$ cat src/rtl/core/bzc_pkg.sv
`default_nettype none
// ----------------------------------------------------------------------------
// bzc_pkg: shared types and tables of the back-EMF commutator
// Widths of the tick counter and delay logic, phase drive codes and the
// six-step drive table shared by the datapath and the top level.
// ----------------------------------------------------------------------------
package bzc_pkg;

	// Tick counter and average width; delay and lag counters are four bits narrower (1/16 of its range).
	localparam int CNT_W    = 15;
	localparam int LAG_W    = CNT_W - 4;
	localparam int PERIOD_W = 15;

	localparam logic [CNT_W-1:0] CNT_MAX = {CNT_W{1'b1}};
	localparam logic [LAG_W-1:0] LAG_MAX = {LAG_W{1'b1}};

	// Per-phase drive codes.
	typedef enum logic [1:0] {
		DRV_OFF = 2'd0,
		DRV_LOW = 2'd1,
		DRV_PWM = 2'd2
	} drive_t;

	typedef struct packed {
		drive_t u;
		drive_t v;
		drive_t w;
	} phase_drive_t;

	// One processed tick as it leaves the datapath.
	typedef struct packed {
		logic [2:0]          raw_hall;
		logic [2:0]          delayed_hall;
		phase_drive_t        drive;
		logic [PERIOD_W-1:0] period_estimate;
	} result_t;

	// Six-step drive table indexed by the delayed hall code.
	function automatic phase_drive_t drive_lookup(input logic [2:0] hall);
		phase_drive_t d;
		d = '{u: DRV_OFF, v: DRV_OFF, w: DRV_OFF};
		case (hall)
			3'd1: d = '{u: DRV_PWM, v: DRV_LOW, w: DRV_OFF};
			3'd2: d = '{u: DRV_LOW, v: DRV_OFF, w: DRV_PWM};
			3'd3: d = '{u: DRV_OFF, v: DRV_LOW, w: DRV_PWM};
			3'd4: d = '{u: DRV_OFF, v: DRV_PWM, w: DRV_LOW};
			3'd5: d = '{u: DRV_PWM, v: DRV_OFF, w: DRV_LOW};
			3'd6: d = '{u: DRV_LOW, v: DRV_PWM, w: DRV_OFF};
			default: d = '{u: DRV_OFF, v: DRV_OFF, w: DRV_OFF};
		endcase
		return d;
	endfunction

endpackage
`default_nettype wire

$ cat src/rtl/core/bzc_datapath.sv
`default_nettype none
// ----------------------------------------------------------------------------
// bzc_datapath: per-tick sensor filter, period estimator and commutation delay
// Holds the virtual sensor, tick, average, delay and lag state and computes
// the result of one tick from a registered pair of comparator samples.
// ----------------------------------------------------------------------------
module bzc_datapath (
	input  wire                  clk,
	input  wire                  arst_n,
	input  wire                  step,
	input  wire                  direction,
	input  wire [2:0]            first_s1,
	input  wire [2:0]            second_s1,
	output bzc_pkg::result_t     result
);
	import bzc_pkg::*;

	logic [2:0]       sensor_q;
	logic [CNT_W-1:0] tick_q;
	logic [CNT_W-1:0] avg_q;
	logic [LAG_W-1:0] delay_q;
	logic [LAG_W-1:0] lag_q;
	logic [2:0]       held_q;

	logic [2:0]       both_high;
	logic [2:0]       both_low;
	logic             w_clear;
	logic [CNT_W-1:0] tick_inc;
	logic [CNT_W-1:0] tick_nxt;
	logic [CNT_W-1:0] avg_nxt;
	logic [CNT_W:0]   down_step;
	logic [LAG_W-1:0] delay_nxt;
	logic [2:0]       sensor_nxt;
	logic [2:0]       raw;
	logic [LAG_W-1:0] lag_inc;
	logic [LAG_W-1:0] lag_nxt;
	logic [2:0]       held_nxt;

	// Comparator filter: both samples must agree before a sensor changes.
	assign both_high = first_s1 & second_s1;
	assign both_low  = ~(first_s1 | second_s1);
	assign w_clear   = sensor_q[0] & both_high[0];

	always_comb begin
		sensor_nxt = (sensor_q & ~both_high) | both_low;
	end

	// Saturating tick count, restarted by a phase W clear event.
	assign tick_inc = (tick_q < CNT_MAX) ? tick_q + 1'b1 : tick_q;
	assign tick_nxt = w_clear ? '0 : tick_inc;

	// Quarter-gain average; the downward step rounds toward the count.
	assign down_step = ({1'b0, avg_q} - {1'b0, tick_inc}) + (CNT_W + 1)'(3);

	always_comb begin
		avg_nxt = avg_q;
		if (w_clear) begin
			if (tick_inc >= avg_q) begin
				avg_nxt = avg_q + ((tick_inc - avg_q) >> 2);
			end else begin
				avg_nxt = avg_q - CNT_W'(down_step >> 2);
			end
		end
	end

	assign delay_nxt = w_clear ? avg_nxt[CNT_W-1:4] : delay_q;

	// Hall code ordered by direction, inverted in reverse.
	always_comb begin
		if (direction) begin
			raw = {sensor_nxt[0], sensor_nxt[2], sensor_nxt[1]};
		end else begin
			raw = ~{sensor_nxt[1], sensor_nxt[0], sensor_nxt[2]};
		end
	end

	// Commutation delay: adopt a differing code once the lag reaches the delay.
	assign lag_inc = (lag_q < LAG_MAX) ? lag_q + 1'b1 : lag_q;

	always_comb begin
		lag_nxt  = lag_q;
		held_nxt = held_q;
		if (raw != held_q) begin
			if (lag_inc >= delay_nxt) begin
				held_nxt = raw;
				lag_nxt  = '0;
			end else begin
				lag_nxt = lag_inc;
			end
		end
	end

	// State update, one tick per step.
	always_ff @(posedge clk or negedge arst_n) begin
		if (!arst_n) begin
			sensor_q <= '0;
			tick_q   <= '0;
			avg_q    <= '0;
			delay_q  <= '0;
			lag_q    <= '0;
			held_q   <= '0;
		end else if (step) begin
			sensor_q <= sensor_nxt;
			tick_q   <= tick_nxt;
			avg_q    <= avg_nxt;
			delay_q  <= delay_nxt;
			lag_q    <= lag_nxt;
			held_q   <= held_nxt;
		end
	end

	// Result of this tick, taken into the output register by the top level.
	always_comb begin
		result.raw_hall        = raw;
		result.delayed_hall    = held_nxt;
		result.drive           = drive_lookup(held_nxt);
		result.period_estimate = PERIOD_W'(avg_nxt);
	end

	// The delay always tracks one sixteenth of the average.
	a_delay_tracks_avg: assert property (@(posedge clk) disable iff (!arst_n)
		delay_q == avg_q[CNT_W-1:4])
		else $error("delay out of step with period average");

	// The held code only moves when the lag counter restarts.
	a_held_moves_with_lag: assert property (@(posedge clk) disable iff (!arst_n)
		step && (held_nxt != held_q) |=> lag_q == '0)
		else $error("hall code adopted without lag restart");

endmodule
`default_nettype wire

$ cat src/rtl/core/bemf_zero_cross_commutator.sv
`default_nettype none
// ----------------------------------------------------------------------------
// bemf_zero_cross_commutator: sensorless six-step commutator
// Filters back-EMF comparator samples into virtual hall sensors, estimates
// the electrical period and drives the six-step phase table after a delay.
// ----------------------------------------------------------------------------
// Each transfer on the input channel carries the two comparator samples of
// one tick and produces exactly one result transfer. The block takes one
// tick per clock while the output is not stalled: the samples are registered,
// processed combinationally by the datapath and written into the output
// register. A new tick is accepted while a result waits, as long as the
// output register can make room; a stalled output holds at most one more
// tick in the input register. The user must write the direction register
// only between ticks, with no tick in flight; the block does not enforce it.
module bemf_zero_cross_commutator (
	input  wire                          clk,
	input  wire                          arst_n,
	// configuration
	input  wire                          cfg_wr_en,
	input  wire                          cfg_wr_data,
	// sample channel
	input  wire                          in_valid,
	output logic                         in_stall,
	input  wire  [2:0]                   first_sample,
	input  wire  [2:0]                   second_sample,
	// result channel
	output logic                         out_valid,
	input  wire                          out_stall,
	output logic [2:0]                   raw_hall,
	output logic [2:0]                   delayed_hall,
	output logic [1:0]                   drive_u,
	output logic [1:0]                   drive_v,
	output logic [1:0]                   drive_w,
	output logic [bzc_pkg::PERIOD_W-1:0] period_estimate
);
	import bzc_pkg::*;

	logic       direction_q;
	logic       valid_s1;
	logic [2:0] first_s1;
	logic [2:0] second_s1;
	logic       advance;
	logic       in_take;
	logic       out_valid_q;
	result_t    result;
	result_t    result_q;

	// Direction register.
	always_ff @(posedge clk or negedge arst_n) begin
		if (!arst_n) begin
			direction_q <= 1'b0;
		end else if (cfg_wr_en) begin
			direction_q <= cfg_wr_data;
		end
	end

	// The input stage moves on whenever the output register is free or drains.
	assign advance  = valid_s1 && (!out_valid_q || !out_stall);
	assign in_stall = valid_s1 && !advance;
	assign in_take  = in_valid && !in_stall;

	// Input register.
	always_ff @(posedge clk or negedge arst_n) begin
		if (!arst_n) begin
			valid_s1 <= 1'b0;
		end else if (in_take) begin
			valid_s1 <= 1'b1;
		end else if (advance) begin
			valid_s1 <= 1'b0;
		end
	end

	always_ff @(posedge clk) begin
		if (in_take) begin
			first_s1  <= first_sample;
			second_s1 <= second_sample;
		end
	end

	// Per-tick state update.
	bzc_datapath u_datapath (
		.clk       (clk),
		.arst_n    (arst_n),
		.step      (advance),
		.direction (direction_q),
		.first_s1  (first_s1),
		.second_s1 (second_s1),
		.result    (result)
	);

	// Output register.
	always_ff @(posedge clk or negedge arst_n) begin
		if (!arst_n) begin
			out_valid_q <= 1'b0;
		end else if (advance) begin
			out_valid_q <= 1'b1;
		end else if (!out_stall) begin
			out_valid_q <= 1'b0;
		end
	end

	always_ff @(posedge clk) begin
		if (advance) begin
			result_q <= result;
		end
	end

	assign out_valid       = out_valid_q;
	assign raw_hall        = result_q.raw_hall;
	assign delayed_hall    = result_q.delayed_hall;
	assign drive_u         = result_q.drive.u;
	assign drive_v         = result_q.drive.v;
	assign drive_w         = result_q.drive.w;
	assign period_estimate = result_q.period_estimate;

	// A stall at the input means a tick is parked in the input register.
	a_stall_has_item: assert property (@(posedge clk) disable iff (!arst_n)
		in_stall |-> valid_s1 && out_valid_q && out_stall)
		else $error("input stalled with room downstream");

	// Every tick that leaves the input stage shows up as a result.
	a_advance_fills_out: assert property (@(posedge clk) disable iff (!arst_n)
		advance |=> out_valid_q)
		else $error("processed tick lost before output");

	// Codes zero and seven turn every phase off.
	a_idle_codes_off: assert property (@(posedge clk) disable iff (!arst_n)
		out_valid_q && (result_q.delayed_hall == 3'd0 || result_q.delayed_hall == 3'd7)
		|-> result_q.drive.u == DRV_OFF && result_q.drive.v == DRV_OFF
			&& result_q.drive.w == DRV_OFF)
		else $error("phase driven on an idle hall code");

endmodule
`default_nettype wire

$ cat config.mk
export PLATFORM = sky130hd
export DESIGN_NAME = bemf_zero_cross_commutator
export DESIGN_NICKNAME = d
export VERILOG_FILES = /design/src/rtl/core/bzc_pkg.sv /design/src/rtl/core/bzc_datapath.sv /design/src/rtl/core/bemf_zero_cross_commutator.sv
export SDC_FILE = /design/constraint.sdc
export NUM_CORES = 1
export LEC_CHECK = 0
export ABC_AREA = 1
export BUFFER_PORTS_ARGS = -buffer_cell sky130_fd_sc_hd__buf_4
export CORE_MARGIN = 2
export CORE_UTILIZATION = 59
export CTS_BUF_LIST = sky130_fd_sc_hd__clkbuf_8
export CTS_CLUSTER_DIAMETER = 40
export DETAILED_ROUTE_END_ITERATION = 10
export GPL_TIMING_DRIVEN = 0
export MAX_ROUTING_LAYER = met4
export PLACE_DENSITY = 0.81
export SETUP_SLACK_MARGIN = 0.15
export SKIP_CTS_REPAIR_TIMING = 1
export SLEW_MARGIN = 20
export SYNTH_ARGS = -nofsm -noshare
export SYNTH_HDL_FRONTEND = slang
export SYNTH_SLANG_ARGS = --single-unit
$ cat constraint.sdc
create_clock -name clk -period 8.55 [get_ports clk]
set_clock_uncertainty 0.15 [all_clocks]
set_input_delay 2.565 -clock clk [delete_from_list [all_inputs] [get_ports clk]]
set_output_delay 2.565 -clock clk [all_outputs]
set_load 0.005 [all_outputs]
==> summary.md <==
### Yosys
* 33 — count of flip-flops with a built-in enable after synthesis
* 7.680 µm² — Syn Area/Cell
* sky130_fd_sc_hd__nand2_1, sky130_fd_sc_hd__inv_1, sky130_fd_sc_hd__o21ai_0 — cell types with the highest counts after synthesis
* 94 — Synth Register Bits
* 0.007411 mm² — total standard cell area after synthesis
* 0.3397 — sequential share of the synthesized area
* 53 — Synth cell types
* sky130_fd_sc_hd__nand2_1 — most common cell in the netlist
* 965 — gate count of the mapped netlist
* 0.6489 — share of flip-flops with an asynchronous set or reset after synthesis
* sky130_fd_sc_hd__dfrtp_1 — primary flip-flop cell chosen by synthesis mapping
* 0.2060 — Synth top area share
* sky130_fd_sc_hd__dfrtp_1, sky130_fd_sc_hd__edfxtp_1, sky130_fd_sc_hd__ha_1 — top cells by area, synth
* 1049 — synthesized netlist net count
* 0 — number of synthesis warnings
* sky130_fd_sc_hd__dfrtp_1 — cell type with the largest total area after synthesis

### Routing
* 0 — remaining antenna violation count after routing
* 0 — number of design rule violations left after detail routing
* 5.509 — vias per std cell
* 459 — number of DRC markers in iteration 0
* 17760 µm — Routed Wire Length
* 5 — first-pass detailed-route iteration total
* 6550 — total vias in the final route
* 14.94 µm — wire length per cell

### Hold path
* reg2reg — class of the most critical hold timing path
* 2 — worst hold stages

### STA
* 0 — number of hold violations in the final report
* 0 ns — aggregate negative setup slack
* 7.741 ns — final critical path time including I/O delays and setup
* 0.8424 ns — actual transition at the worst max-transition pin
* 129.2 MHz — fmax
* no — unrepaired setup endpoints after global routing
* 0 — count of pins over their slew limit
* 0 — number of endpoints failing setup at the final stage
* 0.4363 — max-slew headroom at the worst pin
* 0.9054 — Final period util

### GRT
* 0 — total global routing overflow
* 29470 µm — wire length of the first global-routing pass
* 62 — largest net degree at the start of global routing
* 0 — initial antenna violation count
* 6124 — vias in the first global route
* 0.2884 — Total GRT Usage

### Worst setup path
* flip-flop — Startpoint Class
* 0.41 ns — delay contributed by the slowest stage of the critical path
* 7.73 ns — worst endpoint data arrival time
* 8.54 ns — critical path required time
* reg2reg — Critical Setup Path Class
* flip-flop — capturing element type of the critical path
* sky130_fd_sc_hd__dfrtp_1 — cell at the slowest stage of the critical path
* 10 — CP max FO
* 42 — worst-case reg-to-reg path depth

### Cells and area
* 0.002517 mm² — footprint of the flip-flops and latches
* 1061 — final-layout fill cell count
* 9.792% — Syn-to-layout area delta
* 1189 — Layout Cells excl Fill
* 0.6718 — utilization of the core after routing
* 0 — antenna diode count
* 0.004247 mm² — area of the multi-input gates
* 1100 — Total Nets Final
* 0.1156 — share of post-route cells with drive strength above 1

### CTS
* 9 — CTS Buf Count
* 0.38 ns — clk_lat worst skew
* sky130_fd_sc_hd__clkbuf_8 — Clk Tree Root Cell
* done — TritonCTS clock tree
* 2 — Bufs on Longest Clock Path
* 3 — count of H-tree levels built during CTS
* 0.10 ns — Clock Pin Slew Worst Setup and Hold Paths
* 94 — clock net sink count

### Floorplan
* 0.01347 mm² — Die Outline Area
* 0.6119 — starting density of the core
* 41 — IO Count
* 40 — row count
* 116.1 µm — Die Wd
* 0.01211 mm² — placeable core area
* 116.1 µm — vertical die dimension

### Placement
* 14170 µm — hpwl dp
* 40 — port bufs
* 1.002 — final weighted congestion of routability-driven global placement
* 1173 — placed cells

### Flow run
* 0 — max capacitance violation total

### Outcome
* complete, no violations — result of the run

## final cells by class
class	count	share of cell area
Sequential cell	94	0.3094
Tap cell	168	0.02583
Multi-Input combinational cell	711	0.5219
Inverter	143	0.06766
Clock inverter	7	0.009688
Buffer	17	0.01338
Clock buffer	9	0.01522
Timing Repair Buffer	40	0.03691
## placed cells by master (no fill, tap or decap), types with 9 or more instances in the layout
master	instances
sky130_fd_sc_hd__o21ai_1	14
sky130_fd_sc_hd__clkbuf_8	9
sky130_fd_sc_hd__o22ai_1	14
sky130_fd_sc_hd__ha_1	70
sky130_fd_sc_hd__nand2_1	220
sky130_fd_sc_hd__xnor2_1	17
sky130_fd_sc_hd__inv_1	135
sky130_fd_sc_hd__dfrtp_1	61
sky130_fd_sc_hd__edfxtp_1	33
sky130_fd_sc_hd__o21ai_0	91
sky130_fd_sc_hd__buf_4	40
sky130_fd_sc_hd__nand3_1	54
sky130_fd_sc_hd__nor3_1	13
sky130_fd_sc_hd__xor2_1	20
sky130_fd_sc_hd__nand2_2	11
sky130_fd_sc_hd__nor2_1	55
sky130_fd_sc_hd__nand4_1	12
sky130_fd_sc_hd__a21oi_1	58
## cell families after synthesis
logic type | Yosys count | share of synthesized area
multiplexers | 5 | 0.006754
flip-flops | 94 | 0.3397
XOR/XNOR | 41 | 0.05555
buffers and inverters | 160 | 0.08881
AND/OR/NAND/NOR | 396 | 0.2396
adder cells (fa/ha/maj) | 72 | 0.1236
AO/OA/AOI/OAI | 197 | 0.1460
## layer usage
metal | GRT usage | vias to the layer above | wire length (µm)
li1 | - | 3294 | -
met3 | 0.04759 | 26 | 1130
met5 | - | - | 0
met4 | 0.05397 | 0 | 236
met1 | 0.4083 | 3013 | 8527
met2 | 0.4433 | 217 | 7870
## through the flow
stage | worst slack (ns) | area, µm² | hold WS (ns)
floorplan | 2.304 | 7411 | 0.2840
global placement | 0.7896 | 7921 | 0.2994
detailed placement | 0.7157 | 7921 | 0.3196
CTS | 0.6631 | 8124 | 0.3406
global route | 0.2079 | 8137 | 0.3589
finish | 0.8085 | 8137 | 0.3363
## sequential cells by signal, summed over array words and instances (netlist names), 2 cells and up
register	count
drive_w	2
u_datapath.held_q	3
second_s1	3
first_s1	3
raw_hall	3
drive_v	2
delayed_hall	3
u_datapath.delay_q	11
u_datapath.lag_q	11
u_datapath.sensor_q	3
period_estimate	15
u_datapath.avg_q	15
drive_u	2
u_datapath.tick_q	15
## final timing paths
check / startpoint / end / slack [ns]
min in group asynchronous: arst_n / u_datapath.tick_q[1] / 2.13
worst max register to register: u_datapath.tick_q[4] / drive_v[1] / 0.81
worst min-delay path: valid_s1 / out_valid / 0.34
worst min register to register: valid_s1 / out_valid / 0.34
worst max-delay path: u_datapath.tick_q[4] / drive_v[1] / 0.81
max in group asynchronous: arst_n / u_datapath.sensor_q[0] / 5.58
## critical path: cells and delay by family, from the launching register on
family | cells | cell delay, ns
buffers and inverters | 8 | 1.01
AO/OA/AOI/OAI | 13 | 2.42
AND/OR/NAND/NOR | 18 | 2.44
adder cells (fa/ha/maj) | 3 | 1.04
flip-flops | 1 | 0.41
Power is left out: the tool's default activity adds up to more than one toggle a clock period on the data nets, which glitch-free logic cannot reach.
